File: src/design/read_pair_alignment_classifier_defines.svh
// Assertion helpers shared by the classifier RTL.
// Each macro expects clk_i and rst_ni in the scope where it is used.
`ifndef READ_PAIR_ALIGNMENT_CLASSIFIER_DEFINES_SVH
`define READ_PAIR_ALIGNMENT_CLASSIFIER_DEFINES_SVH

// Same-cycle implication.
`define RPAC_ASSERT_IMP(lbl, ante, cons, msg) \
  lbl: assert property (@(posedge clk_i) disable iff (!rst_ni) (ante) |-> (cons)) \
    else $error(msg);

// Next-cycle implication.
`define RPAC_ASSERT_NXT(lbl, ante, cons, msg) \
  lbl: assert property (@(posedge clk_i) disable iff (!rst_ni) (ante) |=> (cons)) \
    else $error(msg);

`endif

File: src/design/rpac_pkg.sv
`timescale 1ns / 1ps

package rpac_pkg;

  localparam int QUERY_LENGTH_BITS = 16;
  localparam int FRACTION_BITS     = 16;

  localparam int FRAC_W   = FRACTION_BITS + 1;
  localparam int QUAL_W   = 8;
  localparam int KIND_W   = 4;
  localparam int OP_LEN_W = 28;
  localparam int SUM_W    = 32;
  localparam int PROD_W   = QUERY_LENGTH_BITS + FRAC_W;
  localparam int LIMIT_W  = PROD_W - FRACTION_BITS;
  localparam int CLIP_CMP_W = (OP_LEN_W > LIMIT_W) ? OP_LEN_W : LIMIT_W;

  localparam int CFG_IDX_W  = 2;
  localparam int CFG_DATA_W = (FRAC_W > QUAL_W) ? FRAC_W : QUAL_W;

  // 0.2 and 0.1 rounded to the nearest fraction step
  localparam logic [FRAC_W-1:0] CLIP_TOL_RST =
    FRAC_W'(((64'd1 << FRACTION_BITS) * 2 + 5) / 10);
  localparam logic [FRAC_W-1:0] MM_RATE_RST =
    FRAC_W'(((64'd1 << FRACTION_BITS) + 5) / 10);
  localparam logic [QUAL_W-1:0] MIN_MAPQ_RST = '0;

  localparam logic [KIND_W-1:0] OP_INSERT   = 4'd1;
  localparam logic [KIND_W-1:0] OP_DELETE   = 4'd2;
  localparam logic [KIND_W-1:0] OP_SOFT     = 4'd4;
  localparam logic [KIND_W-1:0] OP_MISMATCH = 4'd8;

  typedef enum logic [CFG_IDX_W-1:0] {
    REG_CLIP_TOL = 2'd0,
    REG_MM_RATE  = 2'd1,
    REG_MIN_MAPQ = 2'd2
  } rpac_reg_e;

  typedef enum logic [1:0] {
    ST_ANCHOR = 2'd0,
    ST_ORPHAN = 2'd1,
    ST_SOFT   = 2'd2,
    ST_POOR   = 2'd3
  } rpac_status_e;

  typedef enum logic [2:0] {
    CLS_NORMAL = 3'd0,
    CLS_ORPHAN = 3'd1,
    CLS_SOFT   = 3'd2,
    CLS_POOR   = 3'd3,
    CLS_OTHER  = 3'd4
  } rpac_class_e;

  typedef struct packed {
    logic                         read_unmapped;
    logic [QUERY_LENGTH_BITS-1:0] query_length;
    logic [QUAL_W-1:0]            map_quality;
    logic [KIND_W-1:0]            op_kind;
    logic [OP_LEN_W-1:0]          op_length;
    logic                         last_of_mate;
  } rpac_in_t;

  typedef struct packed {
    logic [2:0] pair_class;
    logic       mates_swapped;
    logic [1:0] first_mate_status;
    logic [1:0] second_mate_status;
  } rpac_out_t;

  typedef struct packed {
    logic [FRAC_W-1:0] clip_tolerance;
    logic [FRAC_W-1:0] mismatch_rate_limit;
    logic [QUAL_W-1:0] min_map_quality;
  } rpac_cfg_t;

  // One operation after the front register: limits are already scaled.
  typedef struct packed {
    logic                read_unmapped;
    logic                qlen_zero;
    logic [QUAL_W-1:0]   map_quality;
    logic [KIND_W-1:0]   op_kind;
    logic [OP_LEN_W-1:0] op_length;
    logic                last_of_mate;
    logic [LIMIT_W-1:0]  clip_limit;
    logic [LIMIT_W-1:0]  mm_limit;
  } rpac_item_t;

  // Pair class once the anchor mate is known to be in front.
  function automatic rpac_class_e class_of(rpac_status_e second);
    rpac_class_e c;
    case (second)
      ST_ANCHOR: c = CLS_NORMAL;
      ST_ORPHAN: c = CLS_ORPHAN;
      ST_SOFT:   c = CLS_SOFT;
      default:   c = CLS_POOR;
    endcase
    return c;
  endfunction

endpackage

File: src/design/rpac_cfg_regs.sv
`timescale 1ns / 1ps

module rpac_cfg_regs (
  input  logic                                clk_i,
  input  logic                                rst_ni,
  input  logic                                cfg_we_i,
  input  logic [rpac_pkg::CFG_IDX_W-1:0]      cfg_idx_i,
  input  logic [rpac_pkg::CFG_DATA_W-1:0]     cfg_wdata_i,
  output rpac_pkg::rpac_cfg_t                 cfg_o
);
  import rpac_pkg::*;

  rpac_cfg_t cfg_q, cfg_d;

  always_comb begin
    cfg_d = cfg_q;
    if (cfg_we_i) begin
      unique case (cfg_idx_i)
        REG_CLIP_TOL: cfg_d.clip_tolerance      = cfg_wdata_i[FRAC_W-1:0];
        REG_MM_RATE:  cfg_d.mismatch_rate_limit = cfg_wdata_i[FRAC_W-1:0];
        REG_MIN_MAPQ: cfg_d.min_map_quality     = cfg_wdata_i[QUAL_W-1:0];
        default:      cfg_d = cfg_q;
      endcase
    end
  end

  always_ff @(posedge clk_i or negedge rst_ni) begin
    if (!rst_ni) begin
      cfg_q.clip_tolerance      <= CLIP_TOL_RST;
      cfg_q.mismatch_rate_limit <= MM_RATE_RST;
      cfg_q.min_map_quality     <= MIN_MAPQ_RST;
    end else begin
      cfg_q <= cfg_d;
    end
  end

  assign cfg_o = cfg_q;

endmodule

File: src/design/rpac_ingress.sv
`timescale 1ns / 1ps

module rpac_ingress (
  input  logic                  clk_i,
  input  logic                  rst_ni,
  input  rpac_pkg::rpac_cfg_t   cfg_i,
  input  logic                  in_valid_i,
  output logic                  in_stall_o,
  input  rpac_pkg::rpac_in_t    in_data_i,
  output logic                  item_valid_o,
  output rpac_pkg::rpac_item_t  item_o,
  input  logic                  item_take_i
);
  import rpac_pkg::*;

  logic              valid_q, valid_d;
  rpac_item_t        item_q, item_d;
  logic              in_xfer;
  logic [PROD_W-1:0] clip_prod;
  logic [PROD_W-1:0] mm_prod;

  assign in_stall_o = valid_q && !item_take_i;
  assign in_xfer    = in_valid_i && !in_stall_o;

  // Scale both fractions by this op's query length on the way in.
  assign clip_prod = PROD_W'(cfg_i.clip_tolerance) * PROD_W'(in_data_i.query_length);
  assign mm_prod   = PROD_W'(cfg_i.mismatch_rate_limit) * PROD_W'(in_data_i.query_length);

  always_comb begin
    item_d.read_unmapped = in_data_i.read_unmapped;
    item_d.qlen_zero     = (in_data_i.query_length == '0);
    item_d.map_quality   = in_data_i.map_quality;
    item_d.op_kind       = in_data_i.op_kind;
    item_d.op_length     = in_data_i.op_length;
    item_d.last_of_mate  = in_data_i.last_of_mate;
    item_d.clip_limit    = clip_prod[PROD_W-1:FRACTION_BITS];
    item_d.mm_limit      = mm_prod[PROD_W-1:FRACTION_BITS];
  end

  always_comb begin
    valid_d = valid_q;
    if (in_xfer) begin
      valid_d = 1'b1;
    end else if (item_take_i) begin
      valid_d = 1'b0;
    end
  end

  always_ff @(posedge clk_i or negedge rst_ni) begin
    if (!rst_ni) begin
      valid_q <= 1'b0;
    end else begin
      valid_q <= valid_d;
    end
  end

  always_ff @(posedge clk_i) begin
    if (in_xfer) begin
      item_q <= item_d;
    end
  end

  assign item_valid_o = valid_q;
  assign item_o       = item_q;

endmodule

File: src/design/rpac_classifier.sv
`timescale 1ns / 1ps
`include "read_pair_alignment_classifier_defines.svh"

module rpac_classifier (
  input  logic                  clk_i,
  input  logic                  rst_ni,
  input  rpac_pkg::rpac_cfg_t   cfg_i,
  input  logic                  item_valid_i,
  input  rpac_pkg::rpac_item_t  item_i,
  output logic                  item_take_o,
  output logic                  out_valid_o,
  input  logic                  out_stall_i,
  output rpac_pkg::rpac_out_t   out_data_o
);
  import rpac_pkg::*;

  logic             on_second_q, on_second_d;
  logic             at_first_q, at_first_d;
  logic             head_clip_q, head_clip_d;
  logic [SUM_W-1:0] sum_q, sum_d;
  rpac_status_e     mate1_q, mate1_d;
  logic             out_valid_q, out_valid_d;
  rpac_out_t        out_q, out_d;

  logic             long_clip;
  logic             counts;
  logic [SUM_W:0]   sum_ext;
  logic [SUM_W-1:0] sum_new;
  logic             clipped;
  logic             within_rate;
  rpac_status_e     status;
  logic             emits;
  logic             swapped;
  rpac_class_e      cls;

  assign long_clip = (item_i.op_kind == OP_SOFT) &&
                     (CLIP_CMP_W'(item_i.op_length) >= CLIP_CMP_W'(item_i.clip_limit));
  assign counts = (item_i.op_kind == OP_INSERT) || (item_i.op_kind == OP_DELETE) ||
                  (item_i.op_kind == OP_MISMATCH);

  // saturating mismatch accumulate
  assign sum_ext = {1'b0, sum_q} + (SUM_W + 1)'(item_i.op_length);
  always_comb begin
    sum_new = sum_q;
    if (counts) begin
      sum_new = sum_ext[SUM_W] ? {SUM_W{1'b1}} : sum_ext[SUM_W-1:0];
    end
  end

  assign clipped     = (at_first_q ? long_clip : head_clip_q) || long_clip;
  assign within_rate = (sum_new <= SUM_W'(item_i.mm_limit));

  always_comb begin
    if (item_i.read_unmapped) begin
      status = ST_ORPHAN;
    end else if (clipped) begin
      status = ST_SOFT;
    end else if (item_i.qlen_zero) begin
      status = ST_POOR;
    end else if ((item_i.map_quality >= cfg_i.min_map_quality) && within_rate) begin
      status = ST_ANCHOR;
    end else begin
      status = ST_POOR;
    end
  end

  assign emits       = item_i.last_of_mate && on_second_q;
  assign item_take_o = item_valid_i && (!emits || !out_valid_q || !out_stall_i);

  assign swapped = (mate1_q != ST_ANCHOR) && (status == ST_ANCHOR);
  always_comb begin
    if (swapped) begin
      cls = class_of(mate1_q);
    end else if (mate1_q != ST_ANCHOR) begin
      cls = CLS_OTHER;
    end else begin
      cls = class_of(status);
    end
  end

  always_comb begin
    on_second_d = on_second_q;
    at_first_d  = at_first_q;
    head_clip_d = head_clip_q;
    sum_d       = sum_q;
    mate1_d     = mate1_q;
    if (item_take_o) begin
      if (item_i.last_of_mate) begin
        at_first_d  = 1'b1;
        head_clip_d = 1'b0;
        sum_d       = '0;
        on_second_d = !on_second_q;
        if (!on_second_q) begin
          mate1_d = status;
        end
      end else begin
        at_first_d = 1'b0;
        sum_d      = sum_new;
        if (at_first_q) begin
          head_clip_d = long_clip;
        end
      end
    end
  end

  always_comb begin
    out_d.pair_class         = cls;
    out_d.mates_swapped      = swapped;
    out_d.first_mate_status  = mate1_q;
    out_d.second_mate_status = status;
  end

  always_comb begin
    out_valid_d = out_valid_q;
    if (item_take_o && emits) begin
      out_valid_d = 1'b1;
    end else if (!out_stall_i) begin
      out_valid_d = 1'b0;
    end
  end

  always_ff @(posedge clk_i or negedge rst_ni) begin
    if (!rst_ni) begin
      on_second_q <= 1'b0;
      at_first_q  <= 1'b1;
      head_clip_q <= 1'b0;
      sum_q       <= '0;
      mate1_q     <= ST_ANCHOR;
      out_valid_q <= 1'b0;
    end else begin
      on_second_q <= on_second_d;
      at_first_q  <= at_first_d;
      head_clip_q <= head_clip_d;
      sum_q       <= sum_d;
      mate1_q     <= mate1_d;
      out_valid_q <= out_valid_d;
    end
  end

  always_ff @(posedge clk_i) begin
    if (item_take_o && emits) begin
      out_q <= out_d;
    end
  end

  assign out_valid_o = out_valid_q;
  assign out_data_o  = out_q;

  `RPAC_ASSERT_IMP(a_no_overwrite, out_valid_q && out_stall_i, !(item_take_o && emits), "result overwritten while stalled")
  `RPAC_ASSERT_NXT(a_result_loaded, item_take_o && emits, out_valid_q, "result not loaded")
  `RPAC_ASSERT_NXT(a_mate_toggle, item_take_o && item_i.last_of_mate, on_second_q != $past(on_second_q), "mate pointer did not advance")
  `RPAC_ASSERT_IMP(a_fresh_mate, at_first_q, (sum_q == '0) && !head_clip_q, "mate state not cleared")
  `RPAC_ASSERT_IMP(a_swap_anchor, out_valid_q && out_q.mates_swapped, (out_q.second_mate_status == ST_ANCHOR) && (out_q.first_mate_status != ST_ANCHOR), "swap without anchor")

endmodule

File: src/design/read_pair_alignment_classifier.sv
`timescale 1ns / 1ps
// A result is registered once mate two's last op has passed the front register
//   and been taken by the classifier stage.
// One CIGAR op per cycle while in_stall_o is low; limits for the op are scaled by its query
//   length in the multipliers ahead of the front register.
// Reset (rst_ni, async, active low): both stages empty, mate tracking back to
//   mate one at its first op, registers at 0.2 / 0.1 / 0.
module read_pair_alignment_classifier (
  input  logic                              clk_i,
  input  logic                              rst_ni,
  // configuration writes
  input  logic                              cfg_we_i,
  input  logic [rpac_pkg::CFG_IDX_W-1:0]    cfg_idx_i,
  input  logic [rpac_pkg::CFG_DATA_W-1:0]   cfg_wdata_i,
  // op stream
  input  logic                              in_valid_i,
  output logic                              in_stall_o,
  input  rpac_pkg::rpac_in_t                in_data_i,
  // pair results
  output logic                              out_valid_o,
  input  logic                              out_stall_i,
  output rpac_pkg::rpac_out_t               out_data_o
);
  import rpac_pkg::*;

  rpac_cfg_t  cfg;
  rpac_item_t item;
  logic       item_valid;
  logic       item_take;

  // The user must write config registers only while the pipe is empty, so both
  // stages see a stable copy; the block itself does not enforce this.
  rpac_cfg_regs u_cfg (
    .clk_i       (clk_i),
    .rst_ni      (rst_ni),
    .cfg_we_i    (cfg_we_i),
    .cfg_idx_i   (cfg_idx_i),
    .cfg_wdata_i (cfg_wdata_i),
    .cfg_o       (cfg)
  );

  // Front register: one op per transfer, clip and mismatch limits
  // precomputed. It stalls only when the op in it would finish a pair
  // while the result register is still full and stalled.
  rpac_ingress u_ingress (
    .clk_i        (clk_i),
    .rst_ni       (rst_ni),
    .cfg_i        (cfg),
    .in_valid_i   (in_valid_i),
    .in_stall_o   (in_stall_o),
    .in_data_i    (in_data_i),
    .item_valid_o (item_valid),
    .item_o       (item),
    .item_take_i  (item_take)
  );

  // Per-mate accumulation, status decision and the pair result register.
  rpac_classifier u_class (
    .clk_i        (clk_i),
    .rst_ni       (rst_ni),
    .cfg_i        (cfg),
    .item_valid_i (item_valid),
    .item_i       (item),
    .item_take_o  (item_take),
    .out_valid_o  (out_valid_o),
    .out_stall_i  (out_stall_i),
    .out_data_o   (out_data_o)
  );

endmodule
File: config.mk
export PLATFORM = sky130hd
export DESIGN_NAME = read_pair_alignment_classifier
export DESIGN_NICKNAME = d
export VERILOG_FILES = /design/src/design/rpac_pkg.sv /design/src/design/rpac_cfg_regs.sv /design/src/design/rpac_ingress.sv /design/src/design/rpac_classifier.sv /design/src/design/read_pair_alignment_classifier.sv
export VERILOG_INCLUDE_DIRS = /design/src /design/src/design
export SDC_FILE = /design/constraint.sdc
export NUM_CORES = 2
export LEC_CHECK = 0
export ABC_AREA = 0
export BUFFER_PORTS_ARGS = -buffer_cell sky130_fd_sc_hd__buf_2
export CAP_MARGIN = 30
export CELL_PAD_IN_SITES_DETAIL_PLACEMENT = 2
export CELL_PAD_IN_SITES_GLOBAL_PLACEMENT = 2
export CORE_ASPECT_RATIO = 0.5
export CORE_MARGIN = 5
export CORE_UTILIZATION = 38
export CTS_BUF_LIST = sky130_fd_sc_hd__clkbuf_16
export DETAILED_ROUTE_END_ITERATION = 10
export HOLD_SLACK_MARGIN = 0.06
export PLACE_DENSITY = 0.75
export SETUP_SLACK_MARGIN = 0.2
export SLEW_MARGIN = 20
export SYNTH_ARGS = -nofsm -noshare
export SYNTH_HDL_FRONTEND = slang
export SYNTH_SLANG_ARGS = --single-unit
File: constraint.sdc
create_clock -name clk_i -period 6.85 [get_ports clk_i]
set_input_delay 1.0275 -clock clk_i [delete_from_list [all_inputs] [get_ports clk_i]]
set_output_delay 1.0275 -clock clk_i [all_outputs]
set_load 0.05 [all_outputs]
* Word level (Yosys, flattened, before mapping) *
Index checks and enable logic that the tools add are counted.

word-level totals
  bits in registers = 166
  input port bits = 82
  output and inout port bits = 10
  word-level logic and storage cells = 88

operators by class
  add/sub/neg operators = 1
  multipliers = 2
  magnitude comparators = 3
  equal/unequal tests = 11
  multiplexer cells = 18
  bitwise gates (word level) = 1
  reduce and logical (&&, ||, !) cells = 30

operator list
  cell                                                  number
  2-to-1 mux 32 bit                                     3
  multiplier 17 x 16 -> 33 bit                          2
  adder 32 x 28 -> 33 bit                               1
  <= comparator 32 x 17 -> 1 bit                        1
  greater-or-equal comparator 28 x 17 -> 1 bit          1
  zero test 16 bit                                      1
  one-hot mux 2 bit (3 select lines)                    2
  greater-or-equal comparator 8 bit                     1
  logical AND 1 bit                                     8
  2-to-1 mux 2 bit                                      4
  AND reduction 2 bit                                   4
  2-to-1 mux 1 bit                                      7
  equality test 2 x 1 -> 1 bit (second input constant)  3
  equality test 2 bit (second input constant)           3
  zero test 1 bit                                       6
  zero test 2 bit                                       3
  2-to-1 mux 3 bit                                      2
  logical OR 1 bit                                      5
  equality test 4 x 1 -> 1 bit (second input constant)  1
  equality test 4 x 2 -> 1 bit (second input constant)  1
  equality test 4 x 3 -> 1 bit (second input constant)  1
  equality test 4 bit (second input constant)           1
  nonzero test 2 bit                                    2
  AND reduction 3 bit                                   1
  other kinds (2)                                       2

* Depth between registers and ports, before layout *
  depth after elaboration = 14
  mapped depth = 27
  gate-level depth less buffers = 25

* By module *
A second synthesis with hierarchy kept.

unflattened totals
  cells, all modules = 2720
  area, all modules = 25954.9 sq um

modules (own cells, without submodules)
  module           times used  cells each  area each (sq um)  seq. area each (sq um)
  rpac_ingress     1           1994        19263.5            2337.2
  rpac_classifier  1           637         5088.6             1192.4
  rpac_cfg_regs    1           89          1602.8             1069.8

* Least setup slack after synthesis *
OpenSTA, ideal clock, no wires.

  path type = input to register
  from = input in_data_i[43] (netlist name)
  to = register u_ingress.item_q (netlist bit u_ingress.item_o[16]), data pin
  setup time = 0.260 ns
  arrival = 6.963 ns
  data required time = 6.590 ns
  setup slack = -0.373 ns
  cell stages on the path = 26
  path buffers = 2
  path through = clkbuf_1 clkbuf_1 nand2_1 fa_1 inv_1 fa_1 inv_1 fa_1 inv_1 fa_1 inv_1 fa_1 inv_1 fa_1 ha_1 a21o_1 a21o_1 o21a_1 o2111ai_1 a21oi_1 o31a_1 a41o_1 o21ai_0 a21oi_1 a21oi_1 xnor2_1

RTL lines
  what                    line                                  source
  start: declaration      read_pair_alignment_classifier.sv:18  input rpac_pkg::rpac_in_t in_data_i,
  end signal: assignment  rpac_ingress.sv:59                    item_q <= item_d;
  end: declaration        rpac_ingress.sv:17                    rpac_item_t item_q, item_d;

==> impl_metrics.tcl <==
set metrics [dict create \
    syn_to_final_growth_pct 16.10 \
    place.gp.congestion 0.8543 \
    cpLargestDelayFamily "adder cells" \
    start_util_pct 38.26 \
    die_w_um 376.6 \
    setup_slack_ns -0.04776 \
    start_kind "flip-flop" \
    cp_common_cell "fa_1" \
    drv_cap 0 \
    setup_viol 1 \
    synth_mux_area_share_pct 1.975 \
    path_buf_inv 5 \
    synth-simple-area-share_pct 14.77 \
    cts_tree "yes" \
    globalRouteTotalUtil_pct 24.06 \
    drv_slew 0 \
    ant_nets 0 \
    syn_area_per_cell_um2 9.491 \
    critPathMaxStageDelay_ns 0.65 \
    layout_commonest_cell "inv_1" \
    grt_max_degree 58 \
    placed_cell_area_um2 27960 \
    cp.required_ns 7.08 \
    grt_overflow 0 \
    fp.dieH_um 193.3 \
    cp_slowest_cell "dfstp_2" \
    syn_area_um2 25530 \
    drive_gt1_share_pct 17.18 \
    cts_max_path_buffers 2 \
    synthCells 2690 \
    relSlewSlack_pct 37.34 \
    dr_total_vias 20260 \
    synthAdderAreaFrac_pct 45.97 \
    antenna_cells 0 \
    hpwl_um 70300 \
    synth_fp_nets 3461 \
    ys_ff_latch 166 \
    async_flop_share_pct 48.80 \
    nFillCells 7152 \
    critPathArrivalTime_ns 7.13 \
    crit_fanout 13 \
    layout_common_cells "509 x inv_1, 406 x nand2_1, 401 x fa_1" \
    cts_sinks 166 \
    synthTopCellsByArea "fa_1 33%, ha_1 13%, edfxtp_1 10%, inv_1 7.7%, dfrtp_1 6.4%" \
    violations "setup timing" \
    post-route-period-util_pct 100.7 \
    die_area_um2 72790 \
    drt_iter0_drc 999 \
    skew_ns 0.01785 \
    dp_worst_setup_slack_ns -0.5884 \
    hold_viol 0 \
    final_cell_area_um2 29640 \
    finalSetupTns_ns -0.04776 \
    io_buffers 91 \
    synth_top_area_share_pct 32.54 \
    min_period_ns 6.898 \
    grt_pass1_wl_um 135700 \
    synth_compound_area_share_pct 8.076 \
    clk_pin_slew_ns 0.08 \
    clock.fmax_mhz 145.0 \
    core-area_um2 66730 \
    grt_pass1_vias 23410 \
    cts-root-buf "clkbuf_16" \
    wl_um 94890 \
    cp.depth 24 \
    crit_chain "buf_12 -> nand2_1 -> fa_1 -> inv_1 -> fa_1 -> inv_1 -> fa_1 -> fa_1 -> fa_1 -> inv_1 -> fa_1 -> ha_1 -> buf_4 -> o21a_1 -> o21ai_0 -> nand2b_1 -> o2111ai_4 -> a21oi_4 -> o31a_1 -> a41o_1 -> o21ai_2 -> nand2b_1 -> a21oi_2 -> xnor2_1" \
    worst_pin_slew_ns 0.9400 \
    synth_cell_types 74 \
    synth_edf_count 85 \
    reg2reg_depth 24 \
    synth-xor-area-share_pct 1.749 \
    hp-class "in -> async" \
    drc_errors 0 \
    post_drt_wl_per_cell_um 24.96 \
    numCtsBuffers 17 \
    clk_latency_ns 0.48 \
    io_pins 92 \
    drtPass1Iterations 5 \
    rsz0062_at_grt "yes" \
    synth_seq_area_share_pct 18.01 \
    rows 67 \
    antenna_found_initial 1 \
    ys_warn_count 0 \
    synth_largest_area_cell "fa_1" \
    status "finished with violations" \
    setup.worst_path.end_class "flip-flop" \
    htreeDepth 4 \
    synth_top_family_by_area "adder cells" \
    synthFlopType "edfxtp_1" \
    nets 3663 \
    critPathKind "reg -> reg" \
    post_drt_via_cell_ratio 5.327 \
]
==> area by class of cell <==
class	count	area [um2]	share of cell area, %
timing repair buffer	299	2477	8.357
clock buffer	17	425.4	1.435
sequential	166	4639	15.65
inverter	523	1963	6.622
tap	897	1122	3.786
clock inverter	15	137.6	0.4643
multi-input combinational	1885	18880	63.68
==> through the flow <==
stage	util, %	cells	hold WS, ns
4_1_cts	42.93	3749	0.4575
6_report	44.42	3802	0.4646
5_1_grt	44.42	3802	0.4700
3_3_place_gp	41.88	3711	0.4688
2_1_floorplan	-	2690	0.4519
3_5_place_dp	41.91	3712	0.4879
==> cells in the mapped netlist (4+ instances only) <==
master,number
nor3_1,16
buf_2,5
dfstp_2,16
dfrtp_1,65
o22ai_1,4
o21ai_0,58
ha_1,274
o22a_1,4
o21a_1,17
nand2_1,418
nor2_1,66
clkbuf_1,110
inv_1,522
and4_1,4
xor2_1,19
fa_1,415
o31ai_1,6
nor4_1,9
a211oi_1,15
nand4_1,9
nand2b_1,15
or3_1,7
mux2_2,43
a21oi_1,76
and3_1,14
a31oi_1,8
o21ai_1,7
nand3_1,20
a211oi_2,4
a22o_1,20
a21o_1,39
o211ai_1,10
nand3b_1,4
nor2b_1,7
and2_1,192
edfxtp_1,85
xnor2_1,32
==> flip-flops by register name, indices dropped and copies added (netlist names) <==
register and cells:
u_cfg.cfg_o 42, u_class.at_first_q 1, u_class.head_clip_q 1, u_class.mate1_q 2
u_class.on_second_q 1, u_class.out_data_o 8, u_class.out_valid_o 1, u_class.sum_q 32
u_ingress.item_o 77, u_ingress.item_valid_o 1
==> routing by layer <==
metal  track usage (%)  part of all wire, %  vias to the layer above
li1                  -                    -                     8844
met1             29.70                   40                    10740
met2             43.01                   52                      470
met3             2.856                  3.6                      205
met4             9.580                  4.7                        0
met5                 0                    0                        -
==> cell families after synthesis <==
family          after synthesis
xor+xnor                     51
simple gates                796
mux                          45
compound gates              304
fa+ha+maj                   689
buf+inv                     639
flops                       166
==> final timing paths <==
path / start / endpoint / slack (ns)
min: rst_ni / u_class.sum_q[20] / 0.46
max reg2reg: u_cfg.cfg_o[19] / u_ingress.item_o[14] / -0.05
min reg2reg: u_class.at_first_q / u_class.at_first_q / 0.50
max in group asynchronous: rst_ni / u_cfg.cfg_o[31] / 5.07
max: u_cfg.cfg_o[19] / u_ingress.item_o[14] / -0.05
min in group clk_i: u_class.at_first_q / u_class.at_first_q / 0.50
==> worst reg2reg max path: cells and delay by family (launching register included) <==
kind	cells	cell delay, ns
fa+ha+maj	7	3.31
simple gates	3	0.42
buf+inv	5	0.57
compound gates	8	1.60
flops	1	0.65
xor+xnor	1	0.08
==> what timing repair did <==
action / CTS / global route
gates cloned: 0 / 3
pin swaps: 5 / 66
hold buffers: 0 / 0
setup buffers: 5 / 49
endpoints found under the setup margin: 17 / 16
gates resized for setup: 28 / 136
Power is not shown: default switching activity piles up to over one toggle a cycle in this logic, so the estimate is an artifact.
